==> config.mk <==
export PLATFORM = sky130hd
export DESIGN_NAME = stream_find_replace_core
export DESIGN_NICKNAME = d
export VERILOG_FILES = /design/src/rtl/core/sfr_pkg.sv /design/src/rtl/core/stream_find_replace_core.sv /design/src/rtl/core/sfr_cfg.sv /design/src/rtl/core/sfr_cmp.sv /design/src/rtl/core/sfr_seq.sv
export SDC_FILE = /design/constraint.sdc
export NUM_CORES = 1
export LEC_CHECK = 0
export BUFFER_PORTS_ARGS = -buffer_cell sky130_fd_sc_hd__buf_4
export CORE_ASPECT_RATIO = 0.7
export CORE_MARGIN = 1.5
export CORE_UTILIZATION = 59
export CTS_CLUSTER_SIZE = 8
export DETAILED_ROUTE_END_ITERATION = 8
export GPL_TIMING_DRIVEN = 0
export PLACE_DENSITY_LB_ADDON = 0.1
export SLEW_MARGIN = 10
export SYNTH_ARGS = -nofsm -noshare
export SYNTH_HDL_FRONTEND = slang
export SYNTH_SLANG_ARGS = --single-unit
==> constraint.sdc <==
create_clock -name clk -period 4 [get_ports clk]
set_input_delay 0.4 -clock clk [delete_from_list [all_inputs] [get_ports clk]]
set_output_delay 0.4 -clock clk [all_outputs]
set_load 0.01 [all_outputs]
==> src/rtl/core/sfr_pkg.sv <==
// ----------------------------------------------------------------------------
// sfr_pkg
// Types and constants shared by the stream find-and-replace core.
// ----------------------------------------------------------------------------
package sfr_pkg;

  localparam int BYTE_W    = 8;
  localparam int LEN_W     = 4;   // pattern and replacement lengths, 0..15 before clamping
  localparam int WORD_W    = 64;  // packed pattern / replacement word
  localparam int REP_IDX_W = 3;   // byte select inside the packed word
  localparam int CNT_W     = 16;
  localparam int CFG_IDX_W = 8;

  localparam logic [CNT_W-1:0] CNT_MAX = '1;

  // configuration register indexes
  localparam logic [CFG_IDX_W-1:0] REG_PATTERN_LENGTH     = 8'd0;
  localparam logic [CFG_IDX_W-1:0] REG_PATTERN_BYTES      = 8'd1;
  localparam logic [CFG_IDX_W-1:0] REG_REPLACEMENT_LENGTH = 8'd2;
  localparam logic [CFG_IDX_W-1:0] REG_REPLACEMENT_BYTES  = 8'd3;

  typedef enum logic [2:0] {
    ST_IDLE,
    ST_CHECK,
    ST_REP,
    ST_FLUSH,
    ST_DONE
  } state_t;

  typedef struct packed {
    logic [LEN_W-1:0]  plen;       // clamped pattern length
    logic [LEN_W-1:0]  rlen;       // clamped replacement length
    logic [WORD_W-1:0] pat;
    logic [WORD_W-1:0] rep;
    logic              pat_clear;  // pattern rewritten, drop held bytes
  } cfg_t;

  typedef struct packed {
    logic match;  // held bytes are a prefix of the pattern
    logic full;   // and cover the whole pattern
  } cmp_t;

  typedef struct packed {
    logic [BYTE_W-1:0] data;
    logic              bvalid;
    logic [CNT_W-1:0]  count;
  } result_t;

endpackage

==> src/rtl/core/stream_find_replace_core.sv <==
// ----------------------------------------------------------------------------
// stream_find_replace_core
// Byte stream find-and-replace with a configurable pattern and replacement.
// ----------------------------------------------------------------------------
// Each input item is one text byte. Bytes matching a prefix of the pattern are
// held; a full match emits the replacement and counts it, a mismatch emits the
// oldest held byte and rechecks the rest. s_tready is low while an item is
// worked on, also through any output stall, since a single sequencer drives
// one shared prefix comparator and emits at most one result per cycle while
// the output is not stalled. Results pass a one-item lookahead register so the
// last result of each input byte can be flagged; a text end with nothing to
// emit yields a bare end mark.
module stream_find_replace_core #(
  parameter int MAX_PATTERN     = 8,
  parameter int MAX_REPLACEMENT = 8
) (
  input  logic                                clk,
  input  logic                                rst,
  // configuration write channel
  input  logic                                cfg_valid,
  output logic                                cfg_ready,
  input  logic [sfr_pkg::CFG_IDX_W-1:0]       cfg_index,
  input  logic [sfr_pkg::WORD_W-1:0]          cfg_data,
  // text in
  input  logic                                s_tvalid,
  output logic                                s_tready,
  input  logic [7:0]                          s_tdata,  // [7:0] in_byte
  input  logic                                s_tlast,  // in_last
  // text out
  output logic                                m_tvalid,
  input  logic                                m_tready,
  output logic [31:0]                         m_tdata,  // [7:0] out_byte, [8] run_last,
                                                        // [24:9] replace_count, rest zero
  output logic                                m_tuser,  // byte_valid
  output logic                                m_tlast   // stream_end
);

  sfr_pkg::cfg_t                              cfg;
  sfr_pkg::cmp_t                              cmp;
  sfr_pkg::result_t                           out_res;
  logic [MAX_PATTERN-1:0][sfr_pkg::BYTE_W-1:0] hold;
  logic [sfr_pkg::LEN_W-1:0]                  len;
  logic                                       out_run_last;
  logic                                       out_end;

  sfr_cfg #(
    .MAX_PATTERN     (MAX_PATTERN),
    .MAX_REPLACEMENT (MAX_REPLACEMENT)
  ) u_cfg (
    .clk       (clk),
    .rst       (rst),
    .cfg_valid (cfg_valid),
    .cfg_ready (cfg_ready),
    .cfg_index (cfg_index),
    .cfg_data  (cfg_data),
    .cfg       (cfg)
  );

  sfr_cmp #(
    .MAX_PATTERN (MAX_PATTERN)
  ) u_cmp (
    .hold (hold),
    .len  (len),
    .plen (cfg.plen),
    .pat  (cfg.pat),
    .res  (cmp)
  );

  sfr_seq #(
    .MAX_PATTERN (MAX_PATTERN)
  ) u_seq (
    .clk          (clk),
    .rst          (rst),
    .cfg          (cfg),
    .cmp          (cmp),
    .hold         (hold),
    .len          (len),
    .s_tvalid     (s_tvalid),
    .s_tready     (s_tready),
    .in_byte      (s_tdata),
    .in_last      (s_tlast),
    .m_tvalid     (m_tvalid),
    .m_tready     (m_tready),
    .out_res      (out_res),
    .out_run_last (out_run_last),
    .out_end      (out_end)
  );

  assign m_tdata = {7'd0, out_res.count, out_run_last, out_res.data};
  assign m_tuser = out_res.bvalid;
  assign m_tlast = out_end;

endmodule

==> src/rtl/core/sfr_cfg.sv <==
// ----------------------------------------------------------------------------
// sfr_cfg
// Configuration register file with length clamping.
// ----------------------------------------------------------------------------
module sfr_cfg #(
  parameter int MAX_PATTERN     = 8,
  parameter int MAX_REPLACEMENT = 8
) (
  input  logic                           clk,
  input  logic                           rst,
  input  logic                           cfg_valid,
  output logic                           cfg_ready,
  input  logic [sfr_pkg::CFG_IDX_W-1:0]  cfg_index,
  input  logic [sfr_pkg::WORD_W-1:0]     cfg_data,
  output sfr_pkg::cfg_t                  cfg
);

  logic [sfr_pkg::LEN_W-1:0]  pattern_length;
  logic [sfr_pkg::WORD_W-1:0] pattern_bytes;
  logic [sfr_pkg::LEN_W-1:0]  replacement_length;
  logic [sfr_pkg::WORD_W-1:0] replacement_bytes;
  logic                       wr;

  assign cfg_ready = 1'b1;
  assign wr        = cfg_valid && cfg_ready;

  always_ff @(posedge clk) begin
    if (rst) begin
      pattern_length     <= '0;
      pattern_bytes      <= '0;
      replacement_length <= '0;
      replacement_bytes  <= '0;
    end else if (wr) begin
      unique case (cfg_index)
        sfr_pkg::REG_PATTERN_LENGTH:
          pattern_length <= cfg_data[sfr_pkg::LEN_W-1:0];
        sfr_pkg::REG_PATTERN_BYTES:
          pattern_bytes <= cfg_data;
        sfr_pkg::REG_REPLACEMENT_LENGTH:
          replacement_length <= cfg_data[sfr_pkg::LEN_W-1:0];
        sfr_pkg::REG_REPLACEMENT_BYTES:
          replacement_bytes <= cfg_data;
        default: ;
      endcase
    end
  end

  always_comb begin
    cfg.plen = (pattern_length > sfr_pkg::LEN_W'(MAX_PATTERN)) ?
               sfr_pkg::LEN_W'(MAX_PATTERN) : pattern_length;
    cfg.rlen = (replacement_length > sfr_pkg::LEN_W'(MAX_REPLACEMENT)) ?
               sfr_pkg::LEN_W'(MAX_REPLACEMENT) : replacement_length;
    cfg.pat  = pattern_bytes;
    cfg.rep  = replacement_bytes;
    cfg.pat_clear = wr && ((cfg_index == sfr_pkg::REG_PATTERN_LENGTH) ||
                           (cfg_index == sfr_pkg::REG_PATTERN_BYTES));
  end

endmodule

==> src/rtl/core/sfr_cmp.sv <==
// ----------------------------------------------------------------------------
// sfr_cmp
// Shared prefix comparator: held bytes against the pattern, one check a cycle.
// ----------------------------------------------------------------------------
module sfr_cmp #(
  parameter int MAX_PATTERN = 8
) (
  input  logic [MAX_PATTERN-1:0][sfr_pkg::BYTE_W-1:0] hold,
  input  logic [sfr_pkg::LEN_W-1:0]                   len,
  input  logic [sfr_pkg::LEN_W-1:0]                   plen,
  input  logic [sfr_pkg::WORD_W-1:0]                  pat,
  output sfr_pkg::cmp_t                               res
);

  logic [MAX_PATTERN-1:0] eq;

  always_comb begin
    for (int i = 0; i < MAX_PATTERN; i++) begin
      // entries beyond the held length do not take part
      eq[i] = (sfr_pkg::LEN_W'(i) >= len) ||
              (hold[i] == pat[i*sfr_pkg::BYTE_W +: sfr_pkg::BYTE_W]);
    end
    res.match = (plen != '0) && (len <= plen) && (&eq);
    res.full  = res.match && (len == plen);
  end

endmodule

==> src/rtl/core/sfr_seq.sv <==
// ----------------------------------------------------------------------------
// sfr_seq
// Sequencer: holds prefix bytes, drives the comparator, emits results.
// ----------------------------------------------------------------------------
module sfr_seq #(
  parameter int MAX_PATTERN = 8
) (
  input  logic                                        clk,
  input  logic                                        rst,
  input  sfr_pkg::cfg_t                               cfg,
  input  sfr_pkg::cmp_t                               cmp,
  output logic [MAX_PATTERN-1:0][sfr_pkg::BYTE_W-1:0] hold,
  output logic [sfr_pkg::LEN_W-1:0]                   len,
  input  logic                                        s_tvalid,
  output logic                                        s_tready,
  input  logic [sfr_pkg::BYTE_W-1:0]                  in_byte,
  input  logic                                        in_last,
  output logic                                        m_tvalid,
  input  logic                                        m_tready,
  output sfr_pkg::result_t                            out_res,
  output logic                                        out_run_last,
  output logic                                        out_end
);

  sfr_pkg::state_t state, state_next;

  logic                             last;
  logic [sfr_pkg::REP_IDX_W-1:0]    ridx;
  logic [sfr_pkg::CNT_W-1:0]        count;
  logic                             pend_valid;
  sfr_pkg::result_t                 pend;

  logic                             accept;
  logic                             out_free;
  logic                             can_put;
  logic                             put_new;
  logic [sfr_pkg::BYTE_W-1:0]       new_data;
  logic                             shift;
  logic                             bump;
  logic                             clear_len;
  logic                             ridx_inc;
  logic                             fin_go;
  logic                             fin_push;
  logic                             rep_end;
  logic [sfr_pkg::LEN_W-1:0]        start;

  assign s_tready = (state == sfr_pkg::ST_IDLE);
  assign accept   = s_tvalid && s_tready;
  assign out_free = !m_tvalid || m_tready;
  // a new result moves the one-deep lookahead into the output register
  assign can_put  = !pend_valid || out_free;
  assign rep_end  = (sfr_pkg::LEN_W'(ridx) + sfr_pkg::LEN_W'(1)) == cfg.rlen;
  assign start    = ((len > cfg.plen) || (len >= sfr_pkg::LEN_W'(MAX_PATTERN))) ?
                    '0 : len;

  always_comb begin
    state_next = state;
    unique case (state)
      sfr_pkg::ST_IDLE: begin
        if (accept) state_next = sfr_pkg::ST_CHECK;
      end
      sfr_pkg::ST_CHECK: begin
        if (cmp.full) begin
          state_next = (cfg.rlen != '0) ? sfr_pkg::ST_REP : sfr_pkg::ST_DONE;
        end else if (cmp.match) begin
          state_next = last ? sfr_pkg::ST_FLUSH : sfr_pkg::ST_DONE;
        end else if (can_put && (len == sfr_pkg::LEN_W'(1))) begin
          state_next = sfr_pkg::ST_DONE;
        end
      end
      sfr_pkg::ST_REP: begin
        if (can_put && rep_end) state_next = sfr_pkg::ST_DONE;
      end
      sfr_pkg::ST_FLUSH: begin
        if (can_put && (len == sfr_pkg::LEN_W'(1))) state_next = sfr_pkg::ST_DONE;
      end
      sfr_pkg::ST_DONE: begin
        if (fin_go) state_next = sfr_pkg::ST_IDLE;
      end
      default: state_next = sfr_pkg::ST_IDLE;
    endcase
  end

  always_comb begin
    put_new   = 1'b0;
    new_data  = hold[0];
    shift     = 1'b0;
    bump      = 1'b0;
    clear_len = 1'b0;
    ridx_inc  = 1'b0;
    fin_push  = pend_valid || last;
    fin_go    = 1'b0;
    unique case (state)
      sfr_pkg::ST_IDLE: ;
      sfr_pkg::ST_CHECK: begin
        if (cmp.full) begin
          bump      = 1'b1;
          clear_len = 1'b1;
        end else if (!cmp.match && can_put) begin
          put_new = 1'b1;
          shift   = 1'b1;
        end
      end
      sfr_pkg::ST_REP: begin
        new_data = cfg.rep[{ridx, 3'b000} +: sfr_pkg::BYTE_W];
        put_new  = can_put;
        ridx_inc = can_put;
      end
      sfr_pkg::ST_FLUSH: begin
        put_new = can_put;
        shift   = can_put;
      end
      sfr_pkg::ST_DONE: begin
        fin_go = fin_push ? out_free : 1'b1;
      end
      default: ;
    endcase
  end

  always_ff @(posedge clk) begin
    if (rst) begin
      state      <= sfr_pkg::ST_IDLE;
      len        <= '0;
      count      <= '0;
      pend_valid <= 1'b0;
      m_tvalid   <= 1'b0;
    end else begin
      state <= state_next;

      if (fin_go && fin_push) begin
        m_tvalid <= 1'b1;
      end else if (put_new && pend_valid) begin
        m_tvalid <= 1'b1;
      end else if (m_tvalid && m_tready) begin
        m_tvalid <= 1'b0;
      end

      if (state == sfr_pkg::ST_IDLE) begin
        if (cfg.pat_clear) begin
          len <= '0;
        end else if (accept) begin
          len <= start + sfr_pkg::LEN_W'(1);
        end
      end else if (clear_len) begin
        len <= '0;
      end else if (shift) begin
        len <= len - sfr_pkg::LEN_W'(1);
      end

      if (bump && (count != sfr_pkg::CNT_MAX)) count <= count + sfr_pkg::CNT_W'(1);

      if (put_new) pend_valid <= 1'b1;

      if (fin_go) begin
        pend_valid <= 1'b0;
        if (last) count <= '0;
      end
    end
  end

  // payload registers
  always_ff @(posedge clk) begin
    if (accept) begin
      last <= in_last;
      ridx <= '0;
      for (int i = 0; i < MAX_PATTERN; i++) begin
        if (sfr_pkg::LEN_W'(i) == start) hold[i] <= in_byte;
      end
    end else begin
      if (ridx_inc) ridx <= ridx + sfr_pkg::REP_IDX_W'(1);
      if (shift) begin
        for (int i = 0; i < MAX_PATTERN - 1; i++) hold[i] <= hold[i+1];
      end
    end

    if (put_new) begin
      pend.data   <= new_data;
      pend.bvalid <= 1'b1;
      pend.count  <= count;
      if (pend_valid) begin
        out_res      <= pend;
        out_run_last <= 1'b0;
        out_end      <= 1'b0;
      end
    end

    if (fin_go && fin_push) begin
      out_run_last <= 1'b1;
      out_end      <= last;
      if (pend_valid) begin
        out_res <= pend;
      end else begin
        // text ended without any byte to emit: bare end mark
        out_res.data   <= '0;
        out_res.bvalid <= 1'b0;
        out_res.count  <= count;
      end
    end
  end

  a_idle_no_pending: assert property (@(posedge clk) disable iff (rst)
    (state == sfr_pkg::ST_IDLE) |-> !pend_valid)
    else $error("pending result left behind at end of item");

  a_work_has_bytes: assert property (@(posedge clk) disable iff (rst)
    ((state == sfr_pkg::ST_CHECK) || (state == sfr_pkg::ST_FLUSH)) |-> (len != '0))
    else $error("comparison or flush with nothing held");

  a_end_clears: assert property (@(posedge clk) disable iff (rst)
    (fin_go && last) |=> ((count == '0) && (len == '0)))
    else $error("state not cleared after end of text");

  a_bare_is_end: assert property (@(posedge clk) disable iff (rst)
    (m_tvalid && !out_res.bvalid) |-> (out_end && out_run_last))
    else $error("bare end mark not flagged as end of text");

endmodule

==> flow_summary.json, run 1 <==
{
  "grt_pass1_wl_um": 52700,
  "start_util_pct": 61.2,
  "timing.hold.ws_ns": 0.0572,
  "p_per_area_mw_per_mm2": 488,
  "antenna_found_initial": 0,
  "peakVddDrop_mv": 0.346,
  "drv_slew": 0,
  "clk_latency_ns": 0.52,
  "hold_viol": 0,
  "maxCapViolations": 0,
  "grt_pass1_vias": 9430,
  "clock_sinks": 280,
  "place_area_mm2": 0.0136,
  "cp-end-kind": "flop",
  "place.gp.congestion": 0.924,
  "cp-startpoint": "u_seq.len[0]",
  "die_h_um": 124,
  "setup_violations": 0,
  "worst_pin_slew_ns": 1.17,
  "routed_wl_um": 34200,
  "drt-wirelength-per-cell_um": 19.6,
  "period_minus_slack_ns": 3.77,
  "vias": 10100,
  "rsz0062_at_grt": "false",
  "fillerInstances": 1504,
  "layout.area.seq_mm2": 0.00676,
  "synth_edf_count": 115,
  "drive_gt1_share_pct": 15.2,
  "vias_per_cell": 5.81,
  "avgSynthCellArea_um2": 9.59,
  "cp_cell_sequence": "inv_1 > ha_1 > and4_1 > a211oi_1 > nor2_1 > nand2_1 > ha_1 > nand2_1 > o21ai_0",
  "fp.dieW_um": 176,
  "dp_hpwl_um": 25000,
  "cts-root-buf": "clkbuf_16",
  "startpoint_type": "flop",
  "synth_ff_type": "dfxtp_1",
  "critPathTopFamily": "compound AO/OA/AOI/OAI gates",
  "design_area_mm2": 0.0147,
  "grt_overflow": 0,
  "crit_type": "reg -> reg",
  "core_mm2": 0.0201,
  "drtAntennaViolNets": 0,
  "multiInputGateArea_mm2": 0.00519,
  "cp.arrival_ns": 3.90,
  "dieArea_mm2": 0.0218,
  "leakagePower_nw": 5.65,
  "synth-seq-cells": 280,
  "ctsHoldBuffers": 0,
  "grt_start_max_net_pins": 25,
  "reg2reg_from": "u_seq.len[0]",
  "fin_crit_sh_pct": 94.2,
  "seq_area_frac_synth_pct": 54.9,
  "netlist_area_mm2": 0.0123,
  "cts_tree": "built",
  "row_count": 43,
  "drt_iter0_markers": 1110,
  "area_growth_pct": 19.8,
  "firstDrtPassIters": 5,
  "status": "completed",
  "ys.warnings.count": 0,
  "io-pin-count": 123,
  "antenna_cells": 0,
  "cts-htree-levels": 2,
  "grt.total_usage_pct": 32.4,
  "crit_buf_inv": 1,
  "async_reset_ff_share_pct": 0,
  "cts_buffers": 40,
  "cpPeakStageDelay_ns": 0.93,
  "slew_headroom_pct": 21.5,
  "drc": 0,
  "clkTransAtPathRegs_ns": 0.05,
  "syn_inst": 1284,
  "hold_start": "s_tlast",
  "crit_path_max_fanout": 8,
  "slowest_stage": "o21ai_0",
  "hold_class": "in -> reg",
  "synth.distinct_cells": 61,
  "io_buffer_count": 114,
  "cp_data_required_time_ns": 4.13,
  "max_freq_ghz": 0.265,
  "finClkSkew_ns": 0.0123,
  "final_nets": 1548,
  "cts_buffer_depth": 3
}
worst reg2reg max path, delay by kind of cell, from the launching register on:
family | cells | cell delay (ns)
AO/OA/AOI/OAI | 2 | 1.59
adder cells (fa/ha/maj) | 2 | 0.52
buffers and inverters | 1 | 0.20
flip-flops | 1 | 0.41
AND/OR/NAND/NOR | 4 | 0.64
flip-flops by register name (all words and copies together), names as in the netlist:
register	flops
u_cfg.pattern_length	4
u_seq.out_run_last	1
u_seq.last	1
u_seq.count	16
u_seq.ridx	3
u_seq.m_tvalid	1
u_seq.out_end	1
u_seq.hold	64
u_seq.state	3
u_cfg.pattern_bytes	64
u_seq.out_res	25
u_seq.len	4
u_seq.pend	24
u_seq.pend_valid	1
u_cfg.replacement_length	4
u_cfg.replacement_bytes	64
per-stage QoR:
step	util [%]	setup slack, ns	setup TNS, ns	cells	total power [mW]
after floorplan	-	0.564	0	1290	3.74
after global placement	67.2	-0.477	-12.30	1674	4.04
after detailed placement	67.5	0.186	0	1676	4.07
after CTS	73.3	0.179	0	1747	7.19
after global routing	73.3	0.00140	0	1747	7.42
final	73.3	0.231	0	1747	7.19
final timing paths:
kind,cells after the start,slack [ns],to
max,9,0.23,u_seq.hold[49]
min reg2reg,2,0.45,u_cfg.replacement_bytes[62]
min,1,0.06,u_seq.last
max reg2reg,9,0.23,u_seq.hold[49]
logic make-up after synthesis:
| kind of cell | after synthesis | synth area share [%] |
|---|---|---|
| flip-flops | 280 | 54.9 |
| other | 2 | 0.0610 |
| multiplexers | 53 | 6.10 |
| XOR/XNOR | 78 | 5.55 |
| buffers and inverters | 93 | 3.26 |
| adder cells (fa/ha/maj) | 14 | 1.42 |
| AO/OA/AOI/OAI | 203 | 9.23 |
| AND/OR/NAND/NOR | 561 | 19.5 |
timing repair:
action | in CTS | in global routing
setup buffers | 0 | 0
setup endpoints to repair | 0 | 8
endpoints found under the hold margin | 0 | 0
resized for setup | 0 | 1
metal layers:
metal | wire, um | global-route usage [%] | share of wire, % | vias up
met5 | 0 | 0 | 0 | -
met3 | 4170 | 8.21 | 12 | 66
met2 | 13900 | 46.0 | 40 | 558
li1 | - | - | - | 4708
met1 | 15400 | 48.8 | 45 | 4813
met4 | 784 | 8.97 | 2.3 | 0
area by class of cell:
| cell class | count | area share, % |
|---|---|---|
| multi-input combinational | 917 | 35.2 |
| buffer | 76 | 2.29 |
| clock inverter | 1 | 0.110 |
| sequential | 280 | 45.8 |
| tap | 270 | 2.29 |
| clock buffer | 70 | 7.84 |
| timing repair buffer | 116 | 6.04 |
| inverter | 17 | 0.433 |
cell usage in the layout, fill, tap and decap left out, types with 2 or more instances in the layout:
master       n
a211o_1      2
a211oi_1     3
a21oi_1    157
a31o_1       2
a31oi_1      2
and2_1      10
and3_1       4
and4_1       3
buf_1        7
buf_2       12
buf_4      125
clkbuf_1    75
clkbuf_16   42
conb_1       8
dfxtp_1    165
edfxtp_1   115
ha_1        14
inv_1       16
mux2_2      16
mux2i_1     21
mux4_2      16
nand2_1    411
nand2b_1     7
nand3_1     12
nand3b_1     2
nand4_1      9
nor2_1      51
nor2b_1      9
nor3_1      10
nor3b_1      5
nor4_1      17
nor4_4       2
o211a_1      2
o21ai_0     10
o21ai_1      6
or3_1        3
xnor2_1     27
xor2_1      51
power breakdown:
group | internal, mW | total [mW] | leakage (nW) | switching [mW]
logic | 0.282 | 0.775 | 2.68 | 0.493
registers | 3.17 | 3.27 | 2.42 | 0.0947
clock network | 1.94 | 3.15 | 0.558 | 1.21
Yosys cell counts (3+ instances only):
cell | number | area (um^2)
nor2b_1 | 9 | 56.3
buf_2 | 12 | 60.1
nor4_1 | 17 | 106
and3_1 | 4 | 25.0
clkbuf_1 | 47 | 176
nor2_1 | 51 | 191
nand3_1 | 12 | 60.1
mux2_2 | 16 | 180
ha_1 | 14 | 175
nand2_1 | 411 | 1540
or3_1 | 3 | 18.8
inv_1 | 16 | 60.1
mux4_2 | 16 | 360
xor2_1 | 51 | 447
buf_4 | 10 | 75.1
nand4_1 | 9 | 56.3
dfxtp_1 | 165 | 3300
and2_1 | 10 | 62.6
nand2b_1 | 7 | 43.8
buf_1 | 7 | 26.3
mux2i_1 | 21 | 210
and4_1 | 3 | 26.3
edfxtp_1 | 115 | 3450
a21oi_1 | 158 | 791
xnor2_1 | 27 | 236
a211oi_1 | 3 | 22.5
nor3b_1 | 5 | 37.5
o21ai_0 | 16 | 80.1
nor3_1 | 10 | 50.1
Note: power is estimated with default switching activity, not from simulation.
==> run 2, diff against run 1 <==
--- a/config.mk
+++ b/config.mk
@@ -6,7 +6,6 @@
 export NUM_CORES = 1
 export LEC_CHECK = 0
 export BUFFER_PORTS_ARGS = -buffer_cell sky130_fd_sc_hd__buf_4
-export CORE_ASPECT_RATIO = 0.7
 export CORE_MARGIN = 1.5
 export CORE_UTILIZATION = 59
 export CTS_CLUSTER_SIZE = 8
==> run 2 against run 1 <==
  * Non-clock buffer count is 2 lower
  * Maximum frequency rose by 0.18%
  * Register-to-register slack hardly changed
  * Power down 1.4%
  * Cell area decreased by 0.45%
  * Largest cell class unchanged
  * Highest routed layer unchanged
==> flow_summary.json, run 2 (synthesis gave the netlist of run 1 again) <==
{
  "max_freq_ghz": 0.266,
  "antenna_found_initial": 0,
  "multiInputGateArea_mm2": 0.00519,
  "final_util_pct": 72.1,
  "die_h_um": 147,
  "cts_tree": "built",
  "postCtsSetupRepairBufs": 0,
  "cp.arrival_ns": 3.90,
  "grt_pass1_vias": 9321,
  "maxCapViolations": 0,
  "period_minus_slack_ns": 3.76,
  "grt_pass1_wl_um": 49700,
  "startpoint_type": "flop",
  "finClkSkew_ns": 0.0206,
  "io-pin-count": 123,
  "row_count": 52,
  "rsz0062_at_grt": "false",
  "setup_violations": 0,
  "vias_per_cell": 5.64,
  "tns_ns": 0,
  "clock_sinks": 280,
  "hold_class": "in -> reg",
  "drt-wirelength-per-cell_um": 18.3,
  "ctsHoldBuffers": 0,
  "grt_start_max_net_pins": 27,
  "cts_buffer_depth": 3,
  "place.gp.congestion": 0.926,
  "drtAntennaViolNets": 0,
  "status": "completed",
  "reg2reg_from": "u_seq.len[0]",
  "io_buffer_count": 114,
  "dp_hpwl_um": 23800,
  "fillerInstances": 1535,
  "reg_top3": "u_cfg.pattern_bytes x64, u_cfg.replacement_bytes x64, u_seq.hold x64",
  "core_mm2": 0.0204,
  "start_util_pct": 60.5,
  "grt.total_usage_pct": 29.8,
  "grt_overflow": 0,
  "hold_start": "s_tlast",
  "dieArea_mm2": 0.0217,
  "routed_wl_um": 32000,
  "area_growth_pct": 19.2,
  "peakVddDrop_mv": 0.373,
  "final_cell_mix": "nand2_1, dfxtp_1, a21oi_1",
  "cp_data_required_time_ns": 4.14,
  "drive_gt1_share_pct": 15.1,
  "layout.area.seq_mm2": 0.00676,
  "antenna_cells": 0,
  "cts-htree-levels": 2,
  "hold_viol": 0,
  "final_common_cell": "nand2_1",
  "clkTransAtPathRegs_ns": 0.05,
  "cp-end-kind": "flop",
  "cp-startpoint": "u_seq.len[0]",
  "firstDrtPassIters": 5,
  "final_nets": 1546,
  "p_per_area_mw_per_mm2": 483,
  "fin_crit_sh_pct": 94.1,
  "drt_iter0_markers": 790,
  "crit_type": "reg -> reg",
  "slew_headroom_pct": 32.1,
  "drc": 0,
  "leakagePower_nw": 5.62,
  "vias": 9825,
  "crit_path_max_fanout": 8,
  "fp.dieW_um": 147,
  "drv_slew": 0,
  "cts-root-buf": "clkbuf_16",
  "cts_buffers": 40,
  "clk_latency_ns": 0.53,
  "worst_pin_slew_ns": 1.01
}
run 2: changes by cell type in the layout (fill, tap and decap cells not counted):
cell | before | now
clkbuf_1 | 75 | 73
clkinv_8 | 1 | 0
buf_16 | 1 | 0
o21ai_1 | 6 | 7
o21ai_0 | 10 | 9
buf_4 | 125 | 124
clkbuf_16 | 42 | 41
inv_6 | 0 | 2
run 2: worst paths after layout:
check	depth (start not counted)	end	slack, ns
setup reg to reg	9	u_seq.hold[38]	0.24
setup / recovery	9	u_seq.hold[38]	0.24
hold reg to reg	2	u_cfg.replacement_bytes[39]	0.45
hold / removal	1	u_seq.last	0.06
run 2: stage by stage:
stage	area [um^2]	hold WS, ns	setup WS (ns)	total power [mW]	std cells
floorplan	12300	0.433	0.564	3.74	1290
global placement	13500	0.439	-0.355	4.03	1674
detailed placement	13500	0.447	0.135	4.05	1674
CTS	14700	0.0483	0.122	7.10	1743
global route	14700	0.0505	0.153	7.32	1743
finish	14700	0.0594	0.238	7.09	1743
run 2: worst max-delay path, cell delays in order, from the launching register on:
cell	delay, ns
dfxtp_1	0.41
inv_1	0.18
ha_1	0.35
and4_1	0.19
a211oi_1	0.75
nor2_1	0.22
nand2_1	0.22
ha_1	0.18
nand2_1	0.07
o21ai_1	0.82
run 2: layer usage:
layer,vias to the layer above,routed length [um],track usage (%)
met5,-,0,0
met1,4628,13500,39.1
met4,0,1330,13.7
met3,88,2260,4.85
met2,412,14900,48.9
li1,4697,-,-
run 2: what timing repair did:
item                                    CTS  global route
endpoints found under the hold margin     0             0
resized for setup                         0             1
endpoints found under the setup margin    0             8
run 2: layout make-up:
type	count	share of cell area, %
plain buffers	76	2.30
clock buffers	67	7.65
clock inverters	2	0.119
inverters	17	0.435
multi-input cells	917	35.3
flip-flops and latches	280	46.0
well taps	270	2.30
repair buffers	114	5.83
run 2: where the power goes:
part           internal (mW)  switching, mW
clock network           1.89           1.18
registers               3.17         0.0907
logic                  0.276          0.470
total                   5.34           1.74
